==> config.mk <==
export PLATFORM = sky130hd
export DESIGN_NAME = caet_geom
export DESIGN_NICKNAME = d
export VERILOG_FILES = /design/src/caet_pkg.sv /design/src/caet_geom.sv
export SDC_FILE = /design/constraint.sdc
export NUM_CORES = 2
export LEC_CHECK = 0
export ABC_AREA = 0
export BUFFER_PORTS_ARGS = -buffer_cell sky130_fd_sc_hd__clkbuf_2
export CORE_ASPECT_RATIO = 1.1
export CORE_MARGIN = 2
export CORE_UTILIZATION = 25
export CTS_CLUSTER_SIZE = 25
export DETAILED_ROUTE_END_ITERATION = 8
export PLACE_DENSITY_LB_ADDON = 0.25
export SETUP_SLACK_MARGIN = 0.05
export SYNTH_ARGS = -nofsm -noshare
export SYNTH_HDL_FRONTEND = slang
export SYNTH_SLANG_ARGS = --single-unit
==> constraint.sdc <==
create_clock -name clk -period 7.05 [get_ports clk]
set_input_delay 0.3525 -clock clk [delete_from_list [all_inputs] [get_ports clk]]
set_output_delay 0.3525 -clock clk [all_outputs]
set_load 0.01 [all_outputs]
==> src/caet_pkg.sv <==
package caet_pkg;

  // fixed field widths
  localparam int CMD_W      = 2;
  localparam int NODE_IDX_W = 10;
  localparam int COORD_W    = 24;
  localparam int RADIUS_W   = 23;
  localparam int STATUS_W   = 2;
  localparam int CFG_IDX_W  = 2;
  localparam int CFG_DATA_W = 24;

  // stream widths and field positions
  localparam int IN_TDATA_W  = 64;
  localparam int IN_TUSER_W  = CMD_W;
  localparam int OUT_TDATA_W = 8;
  localparam int IDX_LSB     = 0;
  localparam int POSX_LSB    = IDX_LSB + NODE_IDX_W;
  localparam int POSY_LSB    = POSX_LSB + COORD_W;
  localparam int INSIDE_LSB  = STATUS_W;

  typedef enum logic [CMD_W-1:0] {
    CMD_CLASSIFY = 2'd0,
    CMD_RECORD   = 2'd1,
    CMD_CLEAR    = 2'd2,
    CMD_SPARE    = 2'd3
  } caet_cmd_t;

  typedef enum logic [STATUS_W-1:0] {
    ST_STILL_IN  = 2'd0,
    ST_ARRIVED   = 2'd1,
    ST_STILL_OUT = 2'd2,
    ST_LEFT      = 2'd3
  } caet_status_t;

  typedef enum logic [CFG_IDX_W-1:0] {
    REG_CENTER_X = 2'd0,
    REG_CENTER_Y = 2'd1,
    REG_RADIUS   = 2'd2,
    REG_NONE     = 2'd3
  } caet_reg_t;

  // load strobes for the three geometry stages
  typedef struct packed {
    logic ld1;
    logic ld2;
    logic ld3;
  } caet_stage_en_t;

endpackage

==> src/caet_geom.sv <==
module caet_geom
  import caet_pkg::*;
#(
  parameter int COORD_BITS = 24
) (
  input  logic                 clk,
  input  caet_stage_en_t       en,
  input  logic [COORD_W-1:0]   pos_x,
  input  logic [COORD_W-1:0]   pos_y,
  input  logic [COORD_W-1:0]   center_x,
  input  logic [COORD_W-1:0]   center_y,
  input  logic [RADIUS_W-1:0]  radius,
  output logic                 in_area
);

  localparam int CB = COORD_BITS;
  localparam int EW = (CB > COORD_W) ? CB : COORD_W;
  localparam int RW = CB - 1;
  localparam int RE = (RW > RADIUS_W) ? RW : RADIUS_W;

  logic [EW-1:0]   px_e, py_e, cx_e, cy_e;
  logic [RE-1:0]   r_e;
  logic [RW-1:0]   r_c;
  logic [CB:0]     ddx_c, ddy_c;
  logic [CB-1:0]   dx_c, dy_c;
  logic [CB-1:0]   dx_r, dy_r;
  logic [2*CB-1:0] sqx_c, sqy_c;
  logic [2*CB-1:0] sqx_r, sqy_r;
  logic [2*RW-1:0] rsq_c, rsq_r;
  logic [2*CB:0]   sum_c;
  logic            inside_c;
  logic            inside_r;

  // coordinates read as COORD_BITS-bit two's complement
  assign px_e = EW'(pos_x);
  assign py_e = EW'(pos_y);
  assign cx_e = EW'(center_x);
  assign cy_e = EW'(center_y);
  assign r_e  = RE'(radius);
  assign r_c  = r_e[RW-1:0];

  assign ddx_c = {px_e[CB-1], px_e[CB-1:0]} - {cx_e[CB-1], cx_e[CB-1:0]};
  assign ddy_c = {py_e[CB-1], py_e[CB-1:0]} - {cy_e[CB-1], cy_e[CB-1:0]};

  // magnitude always fits in CB bits
  assign dx_c = ddx_c[CB] ? CB'(-ddx_c) : ddx_c[CB-1:0];
  assign dy_c = ddy_c[CB] ? CB'(-ddy_c) : ddy_c[CB-1:0];

  assign sqx_c = dx_r * dx_r;
  assign sqy_c = dy_r * dy_r;
  assign rsq_c = r_c * r_c;

  // boundary counts as inside
  assign sum_c    = {1'b0, sqx_r} + {1'b0, sqy_r};
  assign inside_c = (sum_c <= (2*CB+1)'(rsq_r));

  always_ff @(posedge clk) begin
    rsq_r <= rsq_c;
    if (en.ld1) begin
      dx_r <= dx_c;
      dy_r <= dy_c;
    end
    if (en.ld2) begin
      sqx_r <= sqx_c;
      sqy_r <= sqy_c;
    end
    if (en.ld3) begin
      inside_r <= inside_c;
    end
  end

  assign in_area = inside_r;

endmodule

== After elaboration in Yosys (flattened, before gate mapping) ==
Cells that the tools add are included.
Operators by class
  add/sub/neg operators: 5
  $mul: 3
  order comparisons: 1
  multiplexer cells: 2
Operators with widths (number)
  $mul 24x24->48: 2
  $sub 24x24->25: 2
  $add 48x48->49: 1
  $le 49x46->1: 1
  $mux 24: 2
  $neg 24->24: 2
  $mul 23x23->46: 1
Storage, ports and cells
  register bits after elaboration: 191
  input bits: 123

== Depth between registers and ports, before layout ==
  word-level depth: 3
  gate-level depth with buffers: 28

== Worst setup path before layout ==
Ideal clock, no wire load.
  path type: flip-flop to flip-flop
  start point: reg dy_r[17]
  end point: reg sqy_r[46], data pin
  library setup time: 0.258 ns
  data arrival time: 6.952 ns
  data required time: 6.792 ns
  slack: -0.160 ns
  cell stages (with the launch flop): 27
  path buffers: 2
  cell sequence: edfxtp_1 clkbuf_1 clkbuf_1 nand2_1 fa_1 inv_1 fa_1 inv_1 fa_1 fa_1 inv_1 fa_1 fa_1 inv_1 fa_1 inv_1 ha_1 a21o_1 a21oi_1 o21bai_1 a21o_1 a21o_1 a311o_1 a31o_1 or4_1 a31oi_1 xnor2_1
On the way
  longest elaborated chain between the ends: 1
RTL lines
  start: declaration: RTL line caet_geom.sv:26  | logic [CB-1:0] dx_r, dy_r;
  start signal: assignment: RTL line caet_geom.sv:61  | dy_r <= dy_c;
  $mul 24x24->48: RTL line caet_geom.sv:50  | assign sqy_c = dy_r * dy_r;
  named net sqy_c[46]: RTL line caet_geom.sv:27  | logic [2*CB-1:0] sqx_c, sqy_c;
  end signal: assignment: RTL line caet_geom.sv:65  | sqy_r <= sqy_c;
  end: declaration: RTL line caet_geom.sv:28  | logic [2*CB-1:0] sqx_r, sqy_r;
The timed path passes the listed nets, and every way through them passes these cells.
A chain may end at the register's enable or synchronous reset.

== Worst setup path after layout ==
  start point: reg dy_r[13]
  end point: reg sqy_r[46], data pin
The elaborated chain is that of the path after synthesis.

==> key figures <==
Clock tree
  – CTS root buf: clkbuf_16
  – Total clock buffers created by CTS: 17
  – Worst skew pair latency: approximately 0.53 ns
  – Clk slew on worst S/H paths: 0.10 ns
  – CTS tree: yes
  – CTS HTree Levels: 4
  – Clk sinks: roughly 190
  – Clk buf depth: 2

Synth
  – Avg Cell Area, Syn: about 9 µm²
  – Main combinational cell family by area after synthesis: adder cells
  – Unique masters post-synth: about 90
  – Commonest cells post-synth: 1807 x inv_1, 1231 x fa_1, 672 x ha_1, 574 x nand2_1, 327 x and2_1
  – Synth Warn #: 0
  – Async set-reset flop share out of synthesis: 0
  – Primary FF master, synth: edfxtp_1
  – Post-Synth Adder-Cell Area: 0.553
  – Count leader, synth: inv_1
  – Register area share after synthesis: 0.0869
  – Synth Area in XOR/XNOR: 0.0395
  – Syn_nets: around 8500
  – Top cell type by total area after synthesis: fa_1
  – Post-synthesis simple-gate area fraction: 0.111
  – Compound-Gate Fraction of Synth Area: 0.0823
  – Multiplexer share of the synthesized area: 0.00180
  – Post-synthesis instance total: about 6500
  – Post-synth EDFFs: approximately 140
  – Cell Area, Synth: ~60000 µm²
  – Seq cells post-synth: between 150 and 200
  – Top-area cell type share of the netlist area: 0.412
  – Area contributors post-synth: fa_1 41%, ha_1 14%, inv_1 11%

Die
  – Initial Util: 0.251
  – Core area: between 200000 and 250000 µm²
  – # rows: roughly 190
  – Die Ht: 517 µm
  – Die ar.: approximately 240000 µm²
  – Die width: 470 µm
  – Boundary pin count: ~120

Setup path
  – CP endpoint kind: register
  – RR Endpoint: sqy_r[46]
  – FF-to-FF path depth: 23
  – Critical R2R Launch: dy_r[13]
  – R2R setup slack: -0.01 ns
  – Worst Setup EP: sqy_r[46]
  – CP cell instances: buf_4 > buf_4 > buf_4 > and2_1 > fa_2 > inv_1 > fa_1 > fa_2 > inv_1 > fa_2 > fa_1 > fa_1 > inv_1 > fa_1 > inv_1 > ha_1 > a21oi_2 > nand2_2 > a311o_1 > a31o_1 > or4_4 > a31oi_4 > xnor2_1
  – Slowest CP cell: fa_2
  – CP peak stage delay: 0.58 ns
  – Crit Path Class: reg2reg
  – Worst EP arrival: 7.36 ns
  – CP Launch Type: register
  – Crit Path Max Fanout: 10
  – CP required: 7.34 ns
  – Setup crit start: dy_r[13]

Cells and area
  – P&R area growth vs syn: 19.7%
  – Layout Nets: 9202
  – Fraction of final layout cells sized beyond drive strength 1: 0.165
  – Util after Layout: 0.300

Run
  – # Max-Cap Violations: 0

Routing
  – DR WL/cell: roughly 15 µm
  – First-pass DRT Iterations: 5
  – Vias: between 40000 and 50000
  – DRT iter0 DRCs: 1525
  – DR DRC count: 0
  – Routed Wire Length: approximately 160000 µm
  – Vias/cell: 4.24
  – Post-DRT Antenna Nets: 0

STA
  – Fin crit share: 1.00
  – Final hold viol count: 0
  – Fin. max-slew vios: 0
  – Slew HR: 0.282
  – Unrepaired setup endpoints after global routing: true
  – # setup viols final: 1
  – Setup Skew: approximately 0.019 ns
  – Worst Tran Pin Value: 1.06 ns
  – F_max: ~140 MHz
  – Worst setup margin: -0.0146 ns
  – Crit path time final: 7.06 ns

Outcome
  – Failing checks: setup timing
  – Status: finished with violations

Global route
  – Total grt overflow: 0
  – Initial antenna violation count: 1
  – First-pass GRT wire length: around 260000 µm
  – Largest net degree at the start of global routing: 53
  – Total GRT Usage: 0.132
  – Number of global-route vias before repair: slightly below 50000

Hold path
  – Worst hold path type: in2reg

Placement
  – Post-DP HPWL: between 100000 and 150000 µm
  – RD Place Congestion: roughly 0.85
  – # port buffers: 123
==> repair_timing <==
action / in CTS / in global routing
hold buffers: 1 / 0
setup endpoints to repair: 30 / 40
pin swaps: 28 / 176
gates resized for setup: 81 / 270
buffers inserted: 25 / 79
hold endpoints to repair: 1 / 0
==> per-stage QoR <==
step           std cells  area [µm²]  setup TNS [ns]  setup slack (ns)  hold slack [ns]
5_1_grt            10325       71600           -1.51            -0.209            0.317
2_1_floorplan       6469       59800               0            0.0198            0.380
6_report           10326       71600         -0.0146           -0.0146            0.326
3_5_place_dp       10189       68800           -3.40            -0.286            0.577
3_3_place_gp       10189       68800           -3.13            -0.250            0.570
4_1_cts            10247       69900         -0.0380           -0.0266            0.285
==> cells by family (layout without fill, tap and decap cells) <==
| logic type | Yosys count | after routing |
|---|---|---|
| buf+inv | 1991 | 2711 |
| fa+ha+maj | 1903 | 1903 |
| simple gates | 1368 | 1368 |
| compound gates | 739 | 739 |
| xor+xnor | 270 | 270 |
| flops | 188 | 188 |
| mux | 10 | 10 |
| other cells | 0 | 2 |
==> critical path, delay by kind of cell, from the launching register on <==
| family | cells | cell delay (ns) |
|---|---|---|
| and+or+nand+nor | 3 | 0.71 |
| xor gates and xnor gates | 1 | 0.07 |
| AOI/OAI and AO/OA | 4 | 0.98 |
| adders and majority gates | 8 | 3.94 |
| buffers and inverters | 7 | 0.71 |
| DFF | 1 | 0.41 |
==> flip-flops by register name, indices dropped and copies added (netlist names) <==
signal,count
dy_r,24
dx_r,24
rsq_r,45
in_area,1
sqx_r,47
sqy_r,47
==> per-layer routing <==
layer | up-vias | track usage | share of wire
met3 | 127 | 0.00849 | 0.018
met2 | 422 | 0.246 | 0.53
met4 | 0 | 0.0310 | 0.019
met5 | - | 0 | 0
met1 | 22121 | 0.166 | 0.44
li1 | 21062 | - | -
==> final cells by class <==
cell class / count / area (µm²)
repair buffers: 871 / 6860
multi-input cells: 4290 / 48200
flip-flops and latches: 188 / 5190
fillers: 25047 / 167000
clock inverters: 15 / 195
well taps: 3135 / 3920
clock buffers: 17 / 425
diodes: 2 / 5.00
inverters: 1808 / 6790
==> cells in the final DEF, fill, tap and decap left out, types with 93 or more instances in the layout <==
cell and instances:
a21o_1 147, ha_1 645, a21oi_1 183, xor2_1 93
xnor2_1 174, nor2_1 185, fa_1 1195, edfxtp_1 143
and2_1 309, clkbuf_2 122, buf_4 654, inv_1 1764
nand2_1 543
==> how the worst min path moves through the flow <==
stage,cells past startpoint,end,from
final,3,dx_r[0],center_x[0]
after floorplan,0,rsq_r[0],radius[0]
after global routing,2,rsq_r[0],radius[0]
after CTS,2,rsq_r[0],radius[0]
after detailed placement,1,in_area,en[0]
after global placement,1,in_area,en[0]
Power is left out: the tool's default activity adds up to more than one toggle a clock period on the data nets, which glitch-free logic cannot reach.
